===== config.mk =====
export PLATFORM = sky130hd
export DESIGN_NAME = infix_to_postfix_converter
export DESIGN_NICKNAME = d
export VERILOG_FILES = /design/src/i2p_pkg.sv /design/src/i2p_dpath.sv /design/src/i2p_ctrl.sv /design/src/infix_to_postfix_converter.sv
export SDC_FILE = /design/constraint.sdc
export NUM_CORES = 1
export LEC_CHECK = 0
export BUFFER_PORTS_ARGS = -buffer_cell sky130_fd_sc_hd__buf_2
export CELL_PAD_IN_SITES_DETAIL_PLACEMENT = 2
export CELL_PAD_IN_SITES_GLOBAL_PLACEMENT = 2
export CORE_ASPECT_RATIO = 1.25
export CORE_MARGIN = 2
export CORE_UTILIZATION = 35
export DETAILED_ROUTE_END_ITERATION = 7
export PLACE_DENSITY_LB_ADDON = 0.25
export RECOVER_POWER = 100
export REMOVE_ABC_BUFFERS = 1
export SLEW_MARGIN = 15
export SYNTH_ARGS = -nofsm -noshare
export SYNTH_HDL_FRONTEND = slang
export SYNTH_HIERARCHICAL = 1
export SYNTH_SLANG_ARGS = --single-unit

===== constraint.sdc =====
create_clock -name clk -period 7.65 [get_ports clk]
set_clock_uncertainty 0.1 [all_clocks]
set_input_delay 1.53 -clock clk [delete_from_list [all_inputs] [get_ports clk]]
set_output_delay 1.53 -clock clk [all_outputs]
set_load 0.03 [all_outputs]

===== src/i2p_pkg.sv =====
// ----------------------------------------------------------------------------
// i2p_pkg: shared types and codes for the infix to postfix converter
// Token kinds, result kinds, error codes, payload words and the
// controller/datapath command and status groups.
// ----------------------------------------------------------------------------
`default_nettype none

package i2p_pkg;

  // input token kinds; operator codes double as stack entry codes
  typedef enum logic [2:0] {
    TK_NUM   = 3'd0,
    TK_PLUS  = 3'd1,
    TK_MINUS = 3'd2,
    TK_TIMES = 3'd3,
    TK_DIV   = 3'd4,
    TK_OPEN  = 3'd5,
    TK_CLOSE = 3'd6,
    TK_END   = 3'd7
  } tok_kind_t;

  // result kinds
  localparam logic [2:0] OK_NUM = 3'd0;
  localparam logic [2:0] OK_END = 3'd5;
  localparam logic [2:0] OK_ERR = 3'd6;

  // error codes
  localparam logic [1:0] ERR_NONE  = 2'd0;
  localparam logic [1:0] ERR_OVF   = 2'd1;
  localparam logic [1:0] ERR_CLOSE = 2'd2;
  localparam logic [1:0] ERR_OPEN  = 2'd3;

  typedef struct packed {
    logic [2:0]  token_kind;
    logic [31:0] token_value;
  } in_word_t;

  typedef struct packed {
    logic [2:0]  out_kind;
    logic [31:0] out_value;
    logic [1:0]  error_code;
    logic        last;
  } out_word_t;

  // controller states
  typedef enum logic {
    ST_IDLE,
    ST_WORK
  } ctrl_state_t;

  // source of a result word
  typedef enum logic [1:0] {
    EM_NUM,
    EM_TOP,
    EM_ERR,
    EM_END
  } emit_sel_t;

  typedef struct packed {
    logic      load;
    logic      push;
    logic      pop;
    logic      emit;
    emit_sel_t emit_sel;
    logic [1:0] err_code;
    logic      last;
    logic      set_open;
    logic      clr_open;
  } dp_cmd_t;

  typedef struct packed {
    tok_kind_t tok_kind;
    logic      out_free;
    logic      sp_empty;
    logic      sp_multi;
    logic      sp_full;
    logic      top_cand;
    logic      sec_cand;
    logic      top_open;
    logic      open_seen;
  } dp_stat_t;

endpackage

`default_nettype wire


===== src/i2p_dpath.sv =====
// ----------------------------------------------------------------------------
// i2p_dpath: converter datapath
// Token register, operator stack memory with two registered read ports
// (top and second entry), stack pointer and the output word register.
// ----------------------------------------------------------------------------
`default_nettype none

module i2p_dpath
  import i2p_pkg::*;
#(
  parameter int STACK_DEPTH = 32
) (
  input  wire logic      clk,
  input  wire logic      rst_n,
  input  wire in_word_t  in_data,
  input  wire dp_cmd_t   cmd,
  output dp_stat_t       stat,
  output logic           out_valid,
  input  wire logic      out_ready,
  output out_word_t      out_data
);

  localparam int SP_W   = $clog2(STACK_DEPTH + 1);
  localparam int ADDR_W = $clog2(STACK_DEPTH);

  tok_kind_t         tok_kind_r;
  logic [31:0]       tok_value_r;
  logic              open_seen_r;
  logic [SP_W-1:0]   sp_r, sp_nxt;
  logic [2:0]        stk_mem [STACK_DEPTH];
  logic [2:0]        top_r, sec_r;
  logic [SP_W-1:0]   sp_m1, sp_m2;
  logic              out_valid_r;
  out_word_t         out_word_r, word_nxt;
  logic              mode_all;

  // token register and leftover open flag
  always_ff @(posedge clk) begin
    if (cmd.load) begin
      tok_kind_r  <= tok_kind_t'(in_data.token_kind);
      tok_value_r <= in_data.token_value;
    end
  end

  always_ff @(posedge clk) begin
    if (!rst_n) begin
      open_seen_r <= 1'b0;
    end else if (cmd.load || cmd.clr_open) begin
      open_seen_r <= 1'b0;
    end else if (cmd.set_open) begin
      open_seen_r <= 1'b1;
    end
  end

  // stack pointer
  always_comb begin
    sp_nxt = sp_r;
    if (cmd.push) begin
      sp_nxt = sp_r + SP_W'(1);
    end else if (cmd.pop) begin
      sp_nxt = sp_r - SP_W'(1);
    end
  end

  always_ff @(posedge clk) begin
    if (!rst_n) begin
      sp_r <= '0;
    end else begin
      sp_r <= sp_nxt;
    end
  end

  assign sp_m1 = sp_nxt - SP_W'(1);
  assign sp_m2 = sp_nxt - SP_W'(2);

  // stack memory, top and second entries prefetched for the next pointer
  always_ff @(posedge clk) begin
    if (cmd.push) begin
      stk_mem[sp_r[ADDR_W-1:0]] <= tok_kind_r;
    end
    if (sp_nxt != '0) begin
      if (cmd.push) begin
        top_r <= tok_kind_r;
      end else begin
        top_r <= stk_mem[sp_m1[ADDR_W-1:0]];
      end
    end
    if (sp_nxt > SP_W'(1)) begin
      sec_r <= stk_mem[sp_m2[ADDR_W-1:0]];
    end
  end

  // pop candidates: plus, minus and close pop everything down to an open
  assign mode_all = (tok_kind_r == TK_PLUS) || (tok_kind_r == TK_MINUS) ||
                    (tok_kind_r == TK_CLOSE);

  function automatic logic is_cand(input logic [2:0] code, input logic all_ops);
    logic hi;
    hi = (code == TK_TIMES) || (code == TK_DIV);
    return (code != TK_OPEN) && (all_ops || hi);
  endfunction

  always_comb begin
    stat.tok_kind  = tok_kind_r;
    stat.out_free  = !out_valid_r || out_ready;
    stat.sp_empty  = (sp_r == '0);
    stat.sp_multi  = (sp_r > SP_W'(1));
    stat.sp_full   = (sp_r == SP_W'(STACK_DEPTH));
    stat.top_cand  = (sp_r != '0) && is_cand(top_r, mode_all);
    stat.sec_cand  = (sp_r > SP_W'(1)) && is_cand(sec_r, mode_all);
    stat.top_open  = (top_r == TK_OPEN);
    stat.open_seen = open_seen_r;
  end

  // result word
  always_comb begin
    word_nxt = '0;
    word_nxt.last = cmd.last;
    unique case (cmd.emit_sel)
      EM_NUM: begin
        word_nxt.out_kind  = OK_NUM;
        word_nxt.out_value = tok_value_r;
      end
      EM_TOP: begin
        word_nxt.out_kind = top_r;
      end
      EM_ERR: begin
        word_nxt.out_kind   = OK_ERR;
        word_nxt.error_code = cmd.err_code;
      end
      EM_END: begin
        word_nxt.out_kind = OK_END;
      end
      default: begin
        word_nxt.out_kind = OK_END;
      end
    endcase
  end

  // output register
  always_ff @(posedge clk) begin
    if (!rst_n) begin
      out_valid_r <= 1'b0;
    end else if (cmd.emit) begin
      out_valid_r <= 1'b1;
    end else if (out_ready) begin
      out_valid_r <= 1'b0;
    end
  end

  always_ff @(posedge clk) begin
    if (cmd.emit) begin
      out_word_r <= word_nxt;
    end
  end

  assign out_valid = out_valid_r;
  assign out_data  = out_word_r;

endmodule

`default_nettype wire


===== src/i2p_ctrl.sv =====
// ----------------------------------------------------------------------------
// i2p_ctrl: converter controller
// Takes one token in idle, then steps once per cycle while the output is
// free: emit a result, pop, push or finish, as token and stack top decide.
// ----------------------------------------------------------------------------
`default_nettype none

module i2p_ctrl
  import i2p_pkg::*;
(
  input  wire logic      clk,
  input  wire logic      rst_n,
  input  wire logic      in_valid,
  output logic           in_ready,
  input  wire dp_stat_t  stat,
  output dp_cmd_t        cmd
);

  ctrl_state_t state_r, state_nxt;

  // state register
  always_ff @(posedge clk) begin
    if (!rst_n) begin
      state_r <= ST_IDLE;
    end else begin
      state_r <= state_nxt;
    end
  end

  // next state and commands
  always_comb begin
    logic done;
    done      = 1'b0;
    state_nxt = state_r;
    in_ready  = 1'b0;
    cmd       = '0;
    cmd.emit_sel = EM_TOP;
    cmd.err_code = ERR_NONE;

    unique case (state_r)
      ST_IDLE: begin
        in_ready = 1'b1;
        if (in_valid) begin
          cmd.load  = 1'b1;
          state_nxt = ST_WORK;
        end
      end

      ST_WORK: begin
        if (stat.out_free) begin
          unique case (stat.tok_kind) inside
            TK_NUM: begin
              cmd.emit     = 1'b1;
              cmd.emit_sel = EM_NUM;
              cmd.last     = 1'b1;
              done         = 1'b1;
            end
            TK_PLUS, TK_MINUS, TK_TIMES, TK_DIV: begin
              if (stat.top_cand) begin
                // the push after the final pop gives no result
                cmd.emit = 1'b1;
                cmd.pop  = 1'b1;
                cmd.last = !stat.sec_cand;
              end else if (stat.sp_full) begin
                cmd.emit     = 1'b1;
                cmd.emit_sel = EM_ERR;
                cmd.err_code = ERR_OVF;
                cmd.last     = 1'b1;
                done         = 1'b1;
              end else begin
                cmd.push = 1'b1;
                done     = 1'b1;
              end
            end
            TK_OPEN: begin
              if (stat.sp_full) begin
                cmd.emit     = 1'b1;
                cmd.emit_sel = EM_ERR;
                cmd.err_code = ERR_OVF;
                cmd.last     = 1'b1;
              end else begin
                cmd.push = 1'b1;
              end
              done = 1'b1;
            end
            TK_CLOSE: begin
              if (stat.top_cand) begin
                // last unless the stack runs dry with no open left
                cmd.emit = 1'b1;
                cmd.pop  = 1'b1;
                cmd.last = stat.sp_multi && !stat.sec_cand;
              end else if (!stat.sp_empty) begin
                cmd.pop = 1'b1;
                done    = 1'b1;
              end else begin
                cmd.emit     = 1'b1;
                cmd.emit_sel = EM_ERR;
                cmd.err_code = ERR_CLOSE;
                cmd.last     = 1'b1;
                done         = 1'b1;
              end
            end
            TK_END: begin
              if (!stat.sp_empty) begin
                // flush: drop opens, emit operators
                cmd.pop = 1'b1;
                if (stat.top_open) begin
                  cmd.set_open = 1'b1;
                end else begin
                  cmd.emit = 1'b1;
                end
              end else if (stat.open_seen) begin
                cmd.emit     = 1'b1;
                cmd.emit_sel = EM_ERR;
                cmd.err_code = ERR_OPEN;
                cmd.clr_open = 1'b1;
              end else begin
                cmd.emit     = 1'b1;
                cmd.emit_sel = EM_END;
                cmd.last     = 1'b1;
                done         = 1'b1;
              end
            end
            default: begin
              done = 1'b1;
            end
          endcase
        end
        if (done) begin
          state_nxt = ST_IDLE;
        end
      end

      default: begin
        state_nxt = ST_IDLE;
      end
    endcase
  end

endmodule

`default_nettype wire


===== src/infix_to_postfix_converter.sv =====
// ----------------------------------------------------------------------------
// infix_to_postfix_converter: shunting yard infix to postfix token converter
// Operator stack with two precedence levels, left associative; stack
// overflow, unmatched close and leftover open give error results.
// ----------------------------------------------------------------------------
//
//   channel   ports                          word
//   input     in_valid  in_ready  in_data    token_kind, token_value
//   output    out_valid out_ready out_data   out_kind, out_value,
//                                            error_code, last
//
// A token is taken in an idle cycle; after that the controller steps through
// each result, each stack pop and the final push. The single output register
// passes at most one result per cycle; a stalled output register holds the
// controller until the word is taken.
// Reset (rst_n low at a clock edge) empties the stack; entries themselves
// are not cleared and are read only after being pushed.
`default_nettype none

module infix_to_postfix_converter
  import i2p_pkg::*;
#(
  parameter int STACK_DEPTH = 32
) (
  input  wire logic      clk,
  input  wire logic      rst_n,
  input  wire logic      in_valid,
  output logic           in_ready,
  input  wire in_word_t  in_data,
  output logic           out_valid,
  input  wire logic      out_ready,
  output out_word_t      out_data
);

  dp_cmd_t  cmd;
  dp_stat_t stat;

  // sequencing
  i2p_ctrl u_ctrl (
    .clk      (clk),
    .rst_n    (rst_n),
    .in_valid (in_valid),
    .in_ready (in_ready),
    .stat     (stat),
    .cmd      (cmd)
  );

  // stack and result path
  i2p_dpath #(
    .STACK_DEPTH (STACK_DEPTH)
  ) u_dpath (
    .clk       (clk),
    .rst_n     (rst_n),
    .in_data   (in_data),
    .cmd       (cmd),
    .stat      (stat),
    .out_valid (out_valid),
    .out_ready (out_ready),
    .out_data  (out_data)
  );

endmodule

`default_nettype wire


After elaboration in Yosys (flattened, before gate mapping) --
Memories as Yosys holds them, arrays and structs flattened. A register that Yosys moved wholly into a read port is not among the register bits. Index checks and enable logic that the tools add are counted.
Word-level totals: bits in registers 82, RAM bits 96, input bits 39, word-level logic and storage cells 110, memories kept 1
Cells by class: add/sub/neg operators 4, $lt $le $gt $ge 2, equal/unequal tests 18, mux-type cells 47, bitwise operators 2, reduce and logical (&&, ||, !) cells 26
Memory list:
- u_dpath.stk_mem | depth 32, width 3, read ports 2, clocked after Yosys merged registers in 2, wr ports 1, line i2p_dpath.sv:30 | logic [2:0] stk_mem [STACK_DEPTH];
Operators by type and width (count):
- 1-bit two-way mux | 27
- 6-bit two-way mux | 4
- 3-bit == test, second input constant | 7
- 10-bit two-way mux | 2
- 3-bit case mux with 5 select lines | 1
- 3-bit by 2-bit == test with 1-bit output, second input constant | 4
- 6-bit by 1-bit > comparator with 1-bit output, second input constant | 2
- 3-bit case mux with 4 select lines | 1
- 6-bit nonzero test | 2
- 1-bit logical OR | 8
- 4-bit two-way mux | 2
- 2-bit case mux with 4 select lines | 1
- 6-bit by 1-bit adder with 6-bit output, second input constant | 1
- 6-bit == test, second input constant | 1
- 6-bit zero test | 1
- 2-bit two-way mux | 3
- 3-bit inequality test, second input constant | 2
- 1-bit case mux with 2 select lines | 3
- 6-bit by 1-bit subtractor with 6-bit output, second input constant | 1
- 1-bit logical AND | 5
- 5-bit two-way mux | 1
- 1-bit case mux with 5 select lines | 1
- 5-bit OR reduction | 1
- 5-bit by 1-bit subtractor with 5-bit output, second input constant | 1
- 14 further kinds | 17

Depth between registers and ports, before layout --
depth in word-level cells 15, depth in mapped cells 26, mapped depth without buffers 18

Cells and area by module --
Netlist, hierarchy kept.
Modules (own cells, without submodules):
- i2p_dpath | times used 1, cells an instance 814, area each 9613.0 um^2
- i2p_ctrl | times used 1, cells an instance 64, area each 377.9 um^2

Least setup slack after synthesis --
Ideal clock, no wire load.
path kind reg2reg, start reg u_dpath.sp_r[0], end reg u_dpath.out_word_r, in the netlist u_dpath/out_data[0], enable pin, setup time 0.483 ns, arrival time 4.999 ns, slack 2.068 ns, cell stages (with the launch flop) 14, clock period less this slack 5.582 ns, cells stage by stage dfxtp_1 -> buf_2 -> buf_2 -> clkbuf_1 -> clkbuf_1 -> inv_1 -> ha_1 -> nand2_1 -> nor2_1 -> nor2_1 -> nand2b_1 -> nand2_1 -> a211oi_1 -> nor3_1
RTL lines:
- start, declared | line i2p_dpath.sv:29 | logic [SP_W-1:0] sp_r, sp_nxt;
- start signal, assigned | line i2p_dpath.sv:69 | sp_r <= sp_nxt;
- end signal, assigned | line i2p_dpath.sv:153 | out_word_r <= word_nxt;
- end, declared | line i2p_dpath.sv:34 | out_word_t out_word_r, word_nxt;

==> results.md <==
- Antenna viol nets, final: 0
- Min-delay worst type: reg2reg
- WP data arrival: between 6 and 7 ns
- Leakage power: roughly 3.8 nW
- Crit share post-route: 0.8536
- Count of final hold-check violations: 0
- Final worst path period need: between 6 and 7 ns
- Max-cap viol count: 3
- Most area-consuming cells after synthesis: edfxtp_1, mux4_2, a21oi_1, nor2_1, and2_1
- Diode count: 0
- RSZ-0062 raised after global routing: false
- Number of detailed-routing iterations run before antenna repair: 7
- Power per Cell Area: about 370 mW/mm2
- Post-route total power: between 0.004 and 0.005 W
- Count of hold buffers inserted by post-cts repair: 0
- Clock Sink Count: around 180
- Clock network fraction of total power: 0.235
- Post-CTS clock slew at the launch and capture registers of the worst setup and hold paths: about 0.080 ns
- Hold Slack: between 0.4 and 0.5 ns
- Synthesis-to-layout area growth: 12.66%
- Number of core rows: between 60 and 70
- Clock network latency to the later pin of the worst-skew pair: around 0.46 ns
- Share of final-layout standard cells stronger than drive strength 1: 0.1478
- Via-to-Cell Ratio: 5.801
- Result of the run: complete, but fails checks
- Count of routing violations after the opening detailed-route iteration: 410
- Via count of the first global-routing pass: about 8300
- Deepest clock path buffer count: 2
- Violated checks: capacitance limit, slew limit
- Slack of the worst reg-to-reg path: ~1.1 ns
- Number of antenna violations at the first check in global routing: 0
- Multi-input combinational cell area: 0.004178 mm2
- Top library cells by usage in the layout, fill and taps aside: edfxtp_1, nor2_1, a21oi_1, nand2_1
- CTS root buf: clkbuf_16
- Total vias in the final route: between 7000 and 8000
- Filler cell count: 2956
- Clock tree from TritonCTS: yes
- Total count of max-transition violations in the final report: 124
- Total GRT Usage: 0.2352
- Sequential element share of the synthesized area: 0.5440
- Relative contribution of sequential cells to total power: 0.301
- Worst slew pin tran: about 3.0 ns
- Wire length per cell: 26.01 um
- Number of buffers added by the clock tree synthesis step: 17
- Peak Freq: roughly 150 MHz
- # Post-CTS Setup Buffers: 0
- Max-slew headroom at the worst pin: -1.004
- Half-perimeter wire length of the detailed placement result: 23.36 mm
- Sw Share: 0.4053
- Number of buffer cells added on primary ports: 78
- Count of pins on the block boundary: slightly below 80
- Count of cells resized by post-cts repair: 0
- Net Sw Power: 0.001702 W
- Area share of the largest cell type after synthesis: 0.5260
- Htree depth: 4
- Wire length of the first global-routing pass: just over 50 mm
- GRT Residual Overflow: 0
- Largest fanout on the critical path: 48
- Number of distinct library cell variants in the gate-level netlist after synthesis: 73
- Cell internal pwr: 0.002497 W
- Detailed-route wire length: between 30 and 40 mm
- Final count of negative-setup-slack endpoints: 0
- Area of the core: approximately 0.028 mm2
- Total Negative Setup Slacks: 0 ns
- Die area: about 0.03 mm2
- Number of nets at the end of the flow: 982
- Die outline width: approximately 160 um
- Kind of start point of the critical path: flop
- Gpl congestion: 0.9173
- Number of flops mapped to enable cells by yosys: 175
- Mean area per synthesized cell: ~11 um2
- Relative contribution of combinational cells to total power: 0.465
- Die Height: a little under 200 um
- Critical path data required time: approximately 7.8 ns
- Most common flop cell mapped by yosys: edfxtp_1
- Flop and latch count out of synthesis: about 180
- Worst vdd ir: roughly 0.19 mV
- Capturing element type of the critical path: flop
- Remaining routing DRC violations: 0
- Sequential cell area: roughly 0.0054 mm2
- Post-synth top area cell: edfxtp_1
- Core occupancy in the finished layout: 0.3987
- Most common cell after layout, fill and taps aside: edfxtp_1
- Syn Inst Count: approximately 880
- Initial core utilization: 0.3539
- Pin count of the biggest net entering global routing: 64
- Share of synthesized registers carrying an async set or reset: 0
- Syn. warnings: 6
- Total standard cell area after synthesis: about 0.01 mm2
- Class of the most critical setup path: reg2reg
-- synth_stat cells (4+ instances only) --
cell and count:
a311o_1 4, nor3_1 11, nand2_1 47, xnor2_1 4, o21ai_1 4, a2bb2oi_1 12, nand2b_1 31, inv_1 17
dfxtp_1 9, o2bb2ai_1 18, and2_1 42, o21ai_0 44, edfxtp_1 175, a22oi_1 12, o22ai_1 23, mux2i_1 17
buf_1 6, nor2_1 108, mux4_2 24, a21oi_1 81, buf_2 17, a31o_2 6, a31oi_1 8, a22o_1 4
buf_4 7, clkbuf_1 28, nand3_1 11, a2111oi_0 5, a221oi_1 6, nor2b_1 16, ha_1 9, a211oi_1 5
a211o_1 6
-- layer usage --
layer	vias up	GRT usage	wire, um
met2	209	0.4356	18240
met1	3867	0.2696	13190
li1	3428	-	-
met5	-	0	0
met3	49	0.04357	1446
met4	0	0.08583	994
-- state kept, by name, indices dropped and copies added (netlist names) --
name,cells
u_ctrl/state_r,1
u_dpath/open_seen_r,1
u_dpath/out_data,38
u_dpath/out_valid,1
u_dpath/sec_r,3
u_dpath/sp_r,6
u_dpath/stk_mem,96
u_dpath/tok_kind_r,3
u_dpath/tok_value_r,32
u_dpath/top_r,3
-- metrics by stage --
step | setup WS (ns) | std cells | cell area, um2
floorplan | -1.656 | 817 | 9692
global placement | 1.754 | 1270 | 10720
detailed placement | 1.563 | 1270 | 10720
CTS | 1.502 | 1302 | 11370
global route | 0.5662 | 1302 | 11260
finish | 1.120 | 1302 | 11260
-- critical path, stage by stage, from the launching register on --
cell and delay [ns]:
edfxtp_1 0.40, clkbuf_1 1.65, o2111ai_1 0.41, nor2_2 0.65
clkbuf_1 0.61, or2_2 0.68, a21oi_1 0.13, o21ai_0 0.31
a31oi_1 0.13, a2111oi_0 0.60, a31o_2 0.21, o22ai_1 0.09
a311o_1 0.27
-- cell families after synthesis --
kind of cell             after synthesis  share of synthesized area
multiplexers                          42                    0.07226
XOR/XNOR                              10                    0.01403
AND/OR/NAND/NOR                      289                     0.1430
buffers and inverters                 80                    0.03707
AO/OA/AOI/OAI                        264                     0.1783
adder cells (fa/ha/maj)                9                    0.01127
flip-flops                           184                     0.5440
-- final timing paths --
check	start	end	cells after the start
hold / removal	u_dpath/tok_value_r[21]$_DFFE_PP_	u_dpath/out_data[24]$_SDFFCE_PP0P_	1
hold reg to reg	u_dpath/tok_value_r[21]$_DFFE_PP_	u_dpath/out_data[24]$_SDFFCE_PP0P_	1
setup / recovery	u_dpath/tok_kind_r[2]$_DFFE_PP_	u_dpath/sec_r[1]$_DFFE_PN_	12
setup reg to reg	u_dpath/tok_kind_r[2]$_DFFE_PP_	u_dpath/sec_r[1]$_DFFE_PN_	12
-- area by class of cell --
type,instances,area share
Sequential cell,184,0.4831
Multi-Input combinational cell,614,0.3712
Timing Repair Buffer,98,0.04213
Tap cell,355,0.03946
Clock buffer,17,0.03779
Clock inverter,15,0.02001
Inverter,19,0.006336
-- power groups by stage --
stage | Combinational [W] | Sequential, W | Clock [W]
finish | 0.00195 | 0.00126 | 0.000986
detailed placement | 0.00198 | 0.00128 | 0
CTS | 0.00198 | 0.00126 | 0.00101
global route | 0.00211 | 0.00127 | 0.00104
global placement | 0.00192 | 0.00128 | 0
floorplan | 0.00126 | 0.00134 | 0
Power figures use the tool's default switching activity.
